### src/rtl/core/upp_pkg.sv
// Package for the unwrapped position PID unit.
// Holds fixed constants, register and drive codes, and the tracker result type.
// No dependencies.
`default_nettype none

package upp_pkg;

  localparam int DATA_W = 16;

  localparam logic [DATA_W-1:0]        FLIP_LIMIT     = 16'd600;
  localparam logic [DATA_W-1:0]        FLIP_STEP      = 16'd700;
  localparam logic signed [DATA_W-1:0] INTEGRAL_LIMIT = 16'sd700;
  localparam logic signed [DATA_W-1:0] WALL_HIGH      = 16'sd1200;
  localparam logic signed [DATA_W-1:0] WALL_LOW       = -16'sd1200;
  localparam logic [DATA_W-1:0]        GAIN_P_RESET   = 16'd17;

  localparam int REG_IDX_W = 3;
  localparam logic [REG_IDX_W-1:0] REG_TARGET = 3'd0;
  localparam logic [REG_IDX_W-1:0] REG_GAIN_P = 3'd1;
  localparam logic [REG_IDX_W-1:0] REG_GAIN_I = 3'd2;
  localparam logic [REG_IDX_W-1:0] REG_GAIN_D = 3'd3;
  localparam logic [REG_IDX_W-1:0] REG_WALL   = 3'd4;

  localparam logic [1:0] DRIVE_ZERO = 2'd0;
  localparam logic [1:0] DRIVE_NEG  = 2'd1;
  localparam logic [1:0] DRIVE_POS  = 2'd2;

  typedef struct packed {
    logic signed [DATA_W-1:0] position;
    logic                     clockwise;
    logic                     flip;
  } unwrap_t;

endpackage

`default_nettype wire

### src/rtl/core/upp_if.sv
// Stream interfaces for the unwrapped position PID unit: sample beats in,
// result beats out. Depends on upp_pkg for the data width.
`default_nettype none

interface upp_sample_if #(parameter int SAMPLE_BITS = 10);
  logic                   valid;
  logic                   ready;
  logic [SAMPLE_BITS-1:0] sensor_sample;

  modport source (output valid, output sensor_sample, input ready);
  modport sink   (input valid, input sensor_sample, output ready);
  modport mon    (input valid, input sensor_sample, input ready);
endinterface

interface upp_result_if;
  logic                             valid;
  logic                             ready;
  logic signed [upp_pkg::DATA_W-1:0] duty;
  logic [1:0]                       drive_sign;
  logic signed [upp_pkg::DATA_W-1:0] position;
  logic                             turning_clockwise;
  logic                             flip_seen;

  modport source (output valid, output duty, output drive_sign, output position,
                  output turning_clockwise, output flip_seen, input ready);
  modport sink   (input valid, input duty, input drive_sign, input position,
                  input turning_clockwise, input flip_seen, output ready);
  modport mon    (input valid, input duty, input drive_sign, input position,
                  input turning_clockwise, input flip_seen, input ready);
endinterface

`default_nettype wire

### src/rtl/core/upp_unwrap.sv
// Wrap tracker: sample history, flip detection and unwrapped position stage.
// Depends on upp_pkg.
`default_nettype none

module upp_unwrap #(
  parameter int SAMPLE_BITS = 10
) (
  input  wire logic                   clk,
  input  wire logic                   rst,
  input  wire logic                   load,
  input  wire logic [SAMPLE_BITS-1:0] target,
  input  wire logic                   step,
  input  wire logic [SAMPLE_BITS-1:0] sample,
  output upp_pkg::unwrap_t            track
);

  logic [SAMPLE_BITS-1:0]        previous_sample;
  logic [SAMPLE_BITS-1:0]        older_sample;
  logic [upp_pkg::DATA_W-1:0]    flip_offset;
  logic                          flip_latched;

  logic signed [SAMPLE_BITS:0]   diff;
  logic [SAMPLE_BITS:0]          mag;
  logic                          flip_now;
  logic [upp_pkg::DATA_W-1:0]    flip_offset_next;
  logic [upp_pkg::DATA_W-1:0]    position;

  always_comb begin
    diff = $signed({1'b0, sample}) - $signed({1'b0, older_sample});
    mag  = diff[SAMPLE_BITS] ? -diff : diff;
    flip_now = (upp_pkg::DATA_W'(mag) > upp_pkg::FLIP_LIMIT) && !flip_latched;
    if (!flip_now) begin
      flip_offset_next = flip_offset;
    end else if (diff[SAMPLE_BITS]) begin
      flip_offset_next = flip_offset + upp_pkg::FLIP_STEP;
    end else begin
      flip_offset_next = flip_offset - upp_pkg::FLIP_STEP;
    end
    position = upp_pkg::DATA_W'(sample) + flip_offset_next;
  end

  always_ff @(posedge clk) begin
    if (rst) begin
      previous_sample <= '0;
      older_sample    <= '0;
      flip_offset     <= '0;
      flip_latched    <= 1'b0;
    end else if (load) begin
      previous_sample <= target;
      older_sample    <= target;
    end else if (step) begin
      older_sample    <= previous_sample;
      previous_sample <= sample;
      flip_offset     <= flip_offset_next;
      flip_latched    <= flip_now;
    end
  end

  always_ff @(posedge clk) begin
    if (step) begin
      track.position  <= $signed(position);
      track.clockwise <= !diff[SAMPLE_BITS];
      track.flip      <= flip_now;
    end
  end

endmodule

`default_nettype wire

### src/rtl/core/unwrapped_position_pid_unit.sv
// Unwrapped position PID unit: angle sample tracking, PID and wall gating.
// Depends on upp_pkg, upp_if (upp_sample_if, upp_result_if) and upp_unwrap.
//
// Takes one sensor sample beat per clock and returns one result beat per
// sample. Five register stages (input, unwrap, error/integral, gain products,
// output) lie between an accepted sample and its result; throughput is one
// sample per cycle while results are taken, and a stalled result holds every
// occupied stage behind it. The wrap counter, integral and previous position
// are held in the unwrap and error stages, each updated once per sample as it
// passes. Configuration goes through the APB port; the user must write it only
// while the unit is idle, as the unit does not enforce this. Writing
// target_position also presets the sample history and the previous position.
`default_nettype none

module unwrapped_position_pid_unit #(
  parameter int SAMPLE_BITS = 10
) (
  input  wire logic        clk,
  input  wire logic        rst,
  input  wire logic        psel,
  input  wire logic        penable,
  input  wire logic        pwrite,
  input  wire logic [4:0]  paddr,
  input  wire logic [31:0] pwdata,
  output logic      [31:0] prdata,
  output logic             pready,
  upp_sample_if.sink       samples,
  upp_result_if.source     results
);

  localparam int DW = upp_pkg::DATA_W;

  logic [SAMPLE_BITS-1:0] target_position;
  logic [DW-1:0]          gain_p;
  logic [DW-1:0]          gain_i;
  logic [DW-1:0]          gain_d;
  logic                   wall_enable;

  logic                   cfg_write;
  logic [upp_pkg::REG_IDX_W-1:0] cfg_idx;
  logic                   target_load;

  logic v0, v1, v2, v3, v4;
  logic take1, take2, take3, take4;
  logic move0, move1;

  logic [SAMPLE_BITS-1:0] s0_sample;
  upp_pkg::unwrap_t       track;

  logic [DW-1:0]          error_integral;
  logic [DW-1:0]          last_position;
  logic [DW-1:0]          err;
  logic signed [DW-1:0]   serr;
  logic [DW-1:0]          error_integral_next;

  logic [DW-1:0]          b_err;
  logic [DW-1:0]          b_integ;
  logic [DW-1:0]          b_dpos;
  logic signed [DW-1:0]   b_pos;
  logic                   b_cw;
  logic                   b_flip;

  logic [2*DW-1:0]        p_full;
  logic [2*DW-1:0]        i_full;
  logic [2*DW-1:0]        d_full;

  logic [DW-1:0]          c_p;
  logic [DW-1:0]          c_i;
  logic [DW-1:0]          c_d;
  logic signed [DW-1:0]   c_pos;
  logic                   c_cw;
  logic                   c_flip;

  logic [DW-1:0]          sum;
  logic signed [DW-1:0]   duty_next;
  logic [1:0]             sign_next;

  // configuration port
  assign pready      = 1'b1;
  assign cfg_write   = psel && penable && pwrite;
  assign cfg_idx     = paddr[4:2];
  assign target_load = cfg_write && (cfg_idx == upp_pkg::REG_TARGET);

  always_ff @(posedge clk) begin
    if (rst) begin
      target_position <= '0;
      gain_p          <= upp_pkg::GAIN_P_RESET;
      gain_i          <= '0;
      gain_d          <= '0;
      wall_enable     <= 1'b0;
    end else if (cfg_write) begin
      unique case (cfg_idx)
        upp_pkg::REG_TARGET: target_position <= pwdata[SAMPLE_BITS-1:0];
        upp_pkg::REG_GAIN_P: gain_p          <= pwdata[DW-1:0];
        upp_pkg::REG_GAIN_I: gain_i          <= pwdata[DW-1:0];
        upp_pkg::REG_GAIN_D: gain_d          <= pwdata[DW-1:0];
        upp_pkg::REG_WALL:   wall_enable     <= pwdata[0];
        default: ;
      endcase
    end
  end

  always_comb begin
    unique case (cfg_idx)
      upp_pkg::REG_TARGET: prdata = 32'(target_position);
      upp_pkg::REG_GAIN_P: prdata = 32'(gain_p);
      upp_pkg::REG_GAIN_I: prdata = 32'(gain_i);
      upp_pkg::REG_GAIN_D: prdata = 32'(gain_d);
      upp_pkg::REG_WALL:   prdata = 32'(wall_enable);
      default:             prdata = '0;
    endcase
  end

  // pipeline flow control
  assign take4         = !v4 || results.ready;
  assign take3         = !v3 || take4;
  assign take2         = !v2 || take3;
  assign take1         = !v1 || take2;
  assign samples.ready = !v0 || take1;
  assign move0         = v0 && take1;
  assign move1         = v1 && take2;

  always_ff @(posedge clk) begin
    if (rst) begin
      v0 <= 1'b0;
      v1 <= 1'b0;
      v2 <= 1'b0;
      v3 <= 1'b0;
      v4 <= 1'b0;
    end else begin
      if (samples.ready) v0 <= samples.valid;
      if (take1)         v1 <= v0;
      if (take2)         v2 <= v1;
      if (take3)         v3 <= v2;
      if (take4)         v4 <= v3;
    end
  end

  // input stage
  always_ff @(posedge clk) begin
    if (samples.ready) begin
      s0_sample <= samples.sensor_sample;
    end
  end

  // unwrap stage
  upp_unwrap #(
    .SAMPLE_BITS (SAMPLE_BITS)
  ) u_unwrap (
    .clk    (clk),
    .rst    (rst),
    .load   (target_load),
    .target (pwdata[SAMPLE_BITS-1:0]),
    .step   (move0),
    .sample (s0_sample),
    .track  (track)
  );

  // error and integral stage
  always_comb begin
    err  = DW'(target_position) - track.position;
    serr = $signed(err);
    if ((serr < upp_pkg::INTEGRAL_LIMIT) && (serr > -upp_pkg::INTEGRAL_LIMIT)) begin
      error_integral_next = error_integral + err;
    end else begin
      error_integral_next = '0;
    end
  end

  always_ff @(posedge clk) begin
    if (rst) begin
      error_integral <= '0;
      last_position  <= '0;
    end else if (target_load) begin
      last_position  <= DW'(pwdata[SAMPLE_BITS-1:0]);
    end else if (move1) begin
      error_integral <= error_integral_next;
      last_position  <= track.position;
    end
  end

  always_ff @(posedge clk) begin
    if (take2) begin
      b_err   <= err;
      b_integ <= error_integral_next;
      b_dpos  <= last_position - track.position;
      b_pos   <= track.position;
      b_cw    <= track.clockwise;
      b_flip  <= track.flip;
    end
  end

  // gain product stage
  assign p_full = b_err * gain_p;
  assign i_full = b_integ * gain_i;
  assign d_full = b_dpos * gain_d;

  always_ff @(posedge clk) begin
    if (take3) begin
      c_p    <= p_full[DW-1:0];
      c_i    <= i_full[DW-1:0];
      c_d    <= d_full[DW-1:0];
      c_pos  <= b_pos;
      c_cw   <= b_cw;
      c_flip <= b_flip;
    end
  end

  // sum, wall gate and output stage
  always_comb begin
    sum = c_p + c_i + c_d;
    if (wall_enable && (c_pos != upp_pkg::WALL_HIGH) && (c_pos != upp_pkg::WALL_LOW)) begin
      duty_next = '0;
    end else begin
      duty_next = $signed(sum);
    end
    priority if (duty_next == '0) begin
      sign_next = upp_pkg::DRIVE_ZERO;
    end else if (duty_next[DW-1]) begin
      sign_next = upp_pkg::DRIVE_NEG;
    end else begin
      sign_next = upp_pkg::DRIVE_POS;
    end
  end

  always_ff @(posedge clk) begin
    if (take4) begin
      results.duty              <= duty_next;
      results.drive_sign        <= sign_next;
      results.position          <= c_pos;
      results.turning_clockwise <= c_cw;
      results.flip_seen         <= c_flip;
    end
  end

  assign results.valid = v4;

endmodule

`default_nettype wire

### src/flat_wrapper.sv
// flat-port wrapper written by rule: the top's interface ports become plain ports
module unwrapped_position_pid_unit_flat 
#(
  parameter int SAMPLE_BITS = 10
)
  (clk, rst, psel, penable, pwrite, paddr, pwdata, prdata, pready, samples_valid, samples_sensor_sample, samples_ready, results_valid, results_duty, results_drive_sign, results_position, results_turning_clockwise, results_flip_seen, results_ready);
  upp_sample_if #(.SAMPLE_BITS(SAMPLE_BITS)) samples_i ();
  upp_result_if results_i ();
  input  wire logic clk;
  input  wire logic rst;
  input  wire logic psel;
  input  wire logic penable;
  input  wire logic pwrite;
  input  wire logic [4:0] paddr;
  input  wire logic [31:0] pwdata;
  output logic      [31:0] prdata;
  output logic pready;
  input wire logic [$bits(samples_i.valid)-1:0] samples_valid;
  input wire logic [$bits(samples_i.sensor_sample)-1:0] samples_sensor_sample;
  output wire logic [$bits(samples_i.ready)-1:0] samples_ready;
  output wire logic [$bits(results_i.valid)-1:0] results_valid;
  output wire logic [$bits(results_i.duty)-1:0] results_duty;
  output wire logic [$bits(results_i.drive_sign)-1:0] results_drive_sign;
  output wire logic [$bits(results_i.position)-1:0] results_position;
  output wire logic [$bits(results_i.turning_clockwise)-1:0] results_turning_clockwise;
  output wire logic [$bits(results_i.flip_seen)-1:0] results_flip_seen;
  input wire logic [$bits(results_i.ready)-1:0] results_ready;
  assign samples_i.valid = samples_valid;
  assign samples_i.sensor_sample = samples_sensor_sample;
  assign samples_ready = samples_i.ready;
  assign results_valid = results_i.valid;
  assign results_duty = results_i.duty;
  assign results_drive_sign = results_i.drive_sign;
  assign results_position = results_i.position;
  assign results_turning_clockwise = results_i.turning_clockwise;
  assign results_flip_seen = results_i.flip_seen;
  assign results_i.ready = results_ready;
  unwrapped_position_pid_unit #(.SAMPLE_BITS(SAMPLE_BITS)) u_core (.clk(clk), .rst(rst), .psel(psel), .penable(penable), .pwrite(pwrite), .paddr(paddr), .pwdata(pwdata), .prdata(prdata), .pready(pready), .samples(samples_i), .results(results_i));
endmodule
### config.mk
export PLATFORM = sky130hd
export DESIGN_NAME = unwrapped_position_pid_unit_flat
export DESIGN_NICKNAME = d
export VERILOG_FILES = /design/src/rtl/core/upp_pkg.sv /design/src/rtl/core/upp_if.sv /design/src/rtl/core/upp_unwrap.sv /design/src/rtl/core/unwrapped_position_pid_unit.sv /design/src/flat_wrapper.sv
export SDC_FILE = /design/constraint.sdc
export NUM_CORES = 2
export LEC_CHECK = 0
export BUFFER_PORTS_ARGS = -buffer_cell sky130_fd_sc_hd__buf_2
export CAP_MARGIN = 40
export CORE_AREA = 2 2 341 343
export DETAILED_ROUTE_END_ITERATION = 6
export DIE_AREA = 0 0 343 345
export PLACE_DENSITY = 0.48
export SLEW_MARGIN = 20
export SYNTH_ARGS = -nofsm -noshare
export SYNTH_HDL_FRONTEND = slang
export SYNTH_HIERARCHICAL = 1
export SYNTH_SLANG_ARGS = --single-unit
### constraint.sdc
create_clock -name clk -period 15 [get_ports clk]
set_clock_uncertainty 0.05 [all_clocks]
set_input_delay 0.75 -clock clk [delete_from_list [all_inputs] [get_ports clk]]
set_output_delay 0.75 -clock clk [all_outputs]
set_load 0.005 [all_outputs]
==> impl_results.md <==
- Status: finished clean
- Via Count: 19.9k
- Buf+Inv Stages, Crit Path: 3
- Clock Latency Late Sink: 0.60 ns
- Cells after synthesis: 2970
- Die height: 345 um
- Routed WL: 76.9 mm
- Max-Cap Viols: 0
- Setup crit start: u_core/s0_sample[0]
- Ys flop type: edfxtp_1
- Worst R2R End: u_core/u_unwrap/track[16]
- Largest family of logic cells by synthesized area: adder cells
- Initial antenna violation count: 11
- Die Area: 118000 sq um
- Max-slew headroom: 43.6%
- Worst setup path end: u_core/u_unwrap/track[16]
- Antenna Nets Post-Route: 0
- # port buffers: 89
- Critical path depth: 25
- Critical path class: register to register
- Simple-Gate Fraction of Synth Area: 15.3%
- Synthesis-to-layout area growth: 12.3%
- Setup Buffers After CTS: 0
- Leak: 0.0137 uW
- Mapped Area: 28500 sq um
- Period utilization: 42.3%
- Vias per inst: 4.36
- Grt total ovfl: 0
- PwrDens: 92.3 nW/um^2
- Gr usage total: 13.1%
- Synth top cells by count: nand2_1 (421), inv_1 (418), fa_1 (262), ha_1 (232), and2_1 (198)
- Setup-failing EPs final: 0
- Seq cells post-synth: 327
- WL/cell: 16.8 um
- Bufs on Longest Clock Path: 3
- H-tree depth: 2
- Setup_tns: 0 ns
- CTS tree: done
- FF-to-FF path depth: 25
- Cts repair resizes: 0
- Post-synth ARST share: 0%
- Clk sink count: 327
- GP Congestion: 0.858
- Synth Area in XOR/XNOR: 6.46%
- Most used standard cell by instance count after synthesis: nand2_1
- DR pass1 iterations: 6
- # IOs: 125
- Placement row count: 125
- Worst path arrival time: 6.65 ns
- Hold-fix buffers, CTS: 0
- Total design power: 2950 uW
- Mux contribution to synthesized area: 2.67%
- Clock slew at reported path FFs: 0.06 ns
- CP Capture Type: register
- Top cells by area, synth: edfxtp_1 (21%), fa_1 (18%), ha_1 (10%)
- RSZ-0062 raised after global routing: false
- Peak Freq: 158 MHz
- Flop2flop setup slack: 8.65 ns
- Hpwl dp: 60.2 mm
- Least-Margin Pin Slew: 0.843 ns
- Syn Area/Cell: 9.59 sq um
- CP max stage cell: or4_4
- Min cycle time layout: 6.35 ns
- Total number of yosys warnings: 6
- WP data required: 15.30 ns
- Worst Hold Class: input port to register
- Hold Path Depth: 1
- Post-synthesis compound-gate area fraction: 9.42%
- # fillers: 12.3k
- Number of global-route vias before repair: 20.2k
- First-pass GRT wire length: 119 mm
- Seq/Total Area, Yosys: 29.9%
- Crit-path leading delay family: compound AO/OA/AOI/OAI gates
- CP Launch Type: register
- Pin count of the biggest net entering global routing: 76
- Top cell type's share of synthesized area: 20.7%
- Cell variety after synth: 93
- Yosys top cell by area: edfxtp_1
- Critical path fanouts, max: 15
- Core Box Area: 115000 sq um
- Peak supply drop: 75.3 uV
- Max-slew violations: 0
- Post-Synth Adder-Cell Area: 28.6%
- TritonCTS Buffers: 40
- Post-synth EDFFs: 196
- DR iter-0 viols: 1225
- Die width: 343 um
- Remaining DRCs: 0
- Initial Utilization: 24.7%
- Net count reported at finish: 3560
- Share of layout cells above drive strength 1: 7.56%
- Max stage delay on crit path: 0.51 ns
- Endpoints failing hold: 0
- Worst R2R Start: u_core/s0_sample[0]
- Clk root buf: clkbuf_16
-- per-layer routing --
layer / vias to the layer above / share of wire [%] / global-route usage (%)
met5: - / 0.066 / 0
met4: 8 / 1.9 / 2.81
met3: 84 / 6.9 / 3.21
met2: 408 / 44 / 20.4
met1: 9656 / 47 / 18.1
li1: 9743 / - / -
-- cells by family after synthesis --
kind of cell / Yosys count
flops: 327
xor+xnor: 210
compound gates: 407
fa+ha+maj: 494
buf+inv: 545
other cells: 2
mux: 62
simple gates: 923
-- state kept, by name, summed over array words and instances, names as in the netlist, 2 cells and up --
register,cells
u_core/gain_i,16
u_core/target_position,10
u_core/u_unwrap/previous_sample,10
u_core/error_integral,16
u_core/c_i,16
u_core/last_position,16
u_core/u_unwrap/flip_offset,14
u_core/gain_d,16
u_core/b_pos,16
u_core/b_integ,16
u_core/b_err,16
u_core/results.drive_sign,2
u_core/c_d,16
u_core/u_unwrap/track,18
u_core/c_pos,16
u_core/s0_sample,10
u_core/results.duty,16
u_core/gain_p,16
u_core/u_unwrap/older_sample,10
u_core/b_dpos,16
u_core/results.position,16
u_core/c_p,16
-- placed cells by master (no fill, tap or decap), drive strengths merged, types with 15 or more instances in the layout --
master	count
o21bai	18
edfxtp	196
inv	421
nand2	421
a21o	26
mux2i	38
a21oi	146
clkbuf	46
nand3	28
a21boi	25
and2	198
dfxtp	131
o21ai	56
conb	17
nor3	29
mux2	15
fa	262
clkinv	18
xor2	56
xnor2	154
nor2b	28
buf	111
ha	232
nor2	142
o21a	28
-- per-stage QoR --
stage	utilization, %	cells	worst slack, ns	cell area [sq um]	hold slack [ns]
6_report	27.8	4569	8.65	32000	0.273
5_1_grt	27.8	4568	8.15	32000	0.233
4_1_cts	27.7	4566	8.29	31900	0.227
3_5_place_dp	26.6	4492	8.33	30600	0.355
3_3_place_gp	26.4	4484	8.35	30400	0.352
2_1_floorplan	-	2985	9.29	28500	0.350
-- worst min path at each step --
stage                                   from                   to  slack [ns]
finish              samples_sensor_sample[8]  u_core/s0_sample[8]        0.27
CTS                 samples_sensor_sample[8]  u_core/s0_sample[8]        0.23
floorplan           u_core/u_unwrap/track[1]          u_core/b_cw        0.35
global route        samples_sensor_sample[8]  u_core/s0_sample[8]        0.23
global placement            u_core/b_pos[15]     u_core/c_pos[15]        0.35
detailed placement           u_core/b_pos[0]      u_core/c_pos[0]        0.35
-- report_power, final --
group,leakage [uW],total (uW),switching (uW),internal [uW]
registers,0.00320,1210,123,1090
logic,0.00983,734,412,322
clock network,0.000661,1010,416,590
-- final cells by class --
class | count | area (sq um) | area share, %
multi-input combinational | 2113 | 17900 | 56.0
sequential | 327 | 8510 | 26.6
tap | 1524 | 1910 | 5.96
inverter | 419 | 1570 | 4.92
clock buffer | 46 | 1030 | 3.23
timing repair buffer | 111 | 723 | 2.26
clock inverter | 28 | 337 | 1.05
antenna | 1 | 2.50 | 0.00782
-- worst reg2reg max path, delay by kind of cell (launching register included) --
family,cells,cell delay [ns]
mux,2,0.39
simple gates,6,1.40
buf+inv,3,0.33
compound gates,9,2.30
flops,1,0.41
fa+ha+maj,3,0.89
xor+xnor,2,0.32
Note: power is estimated with default switching activity, not from simulation.
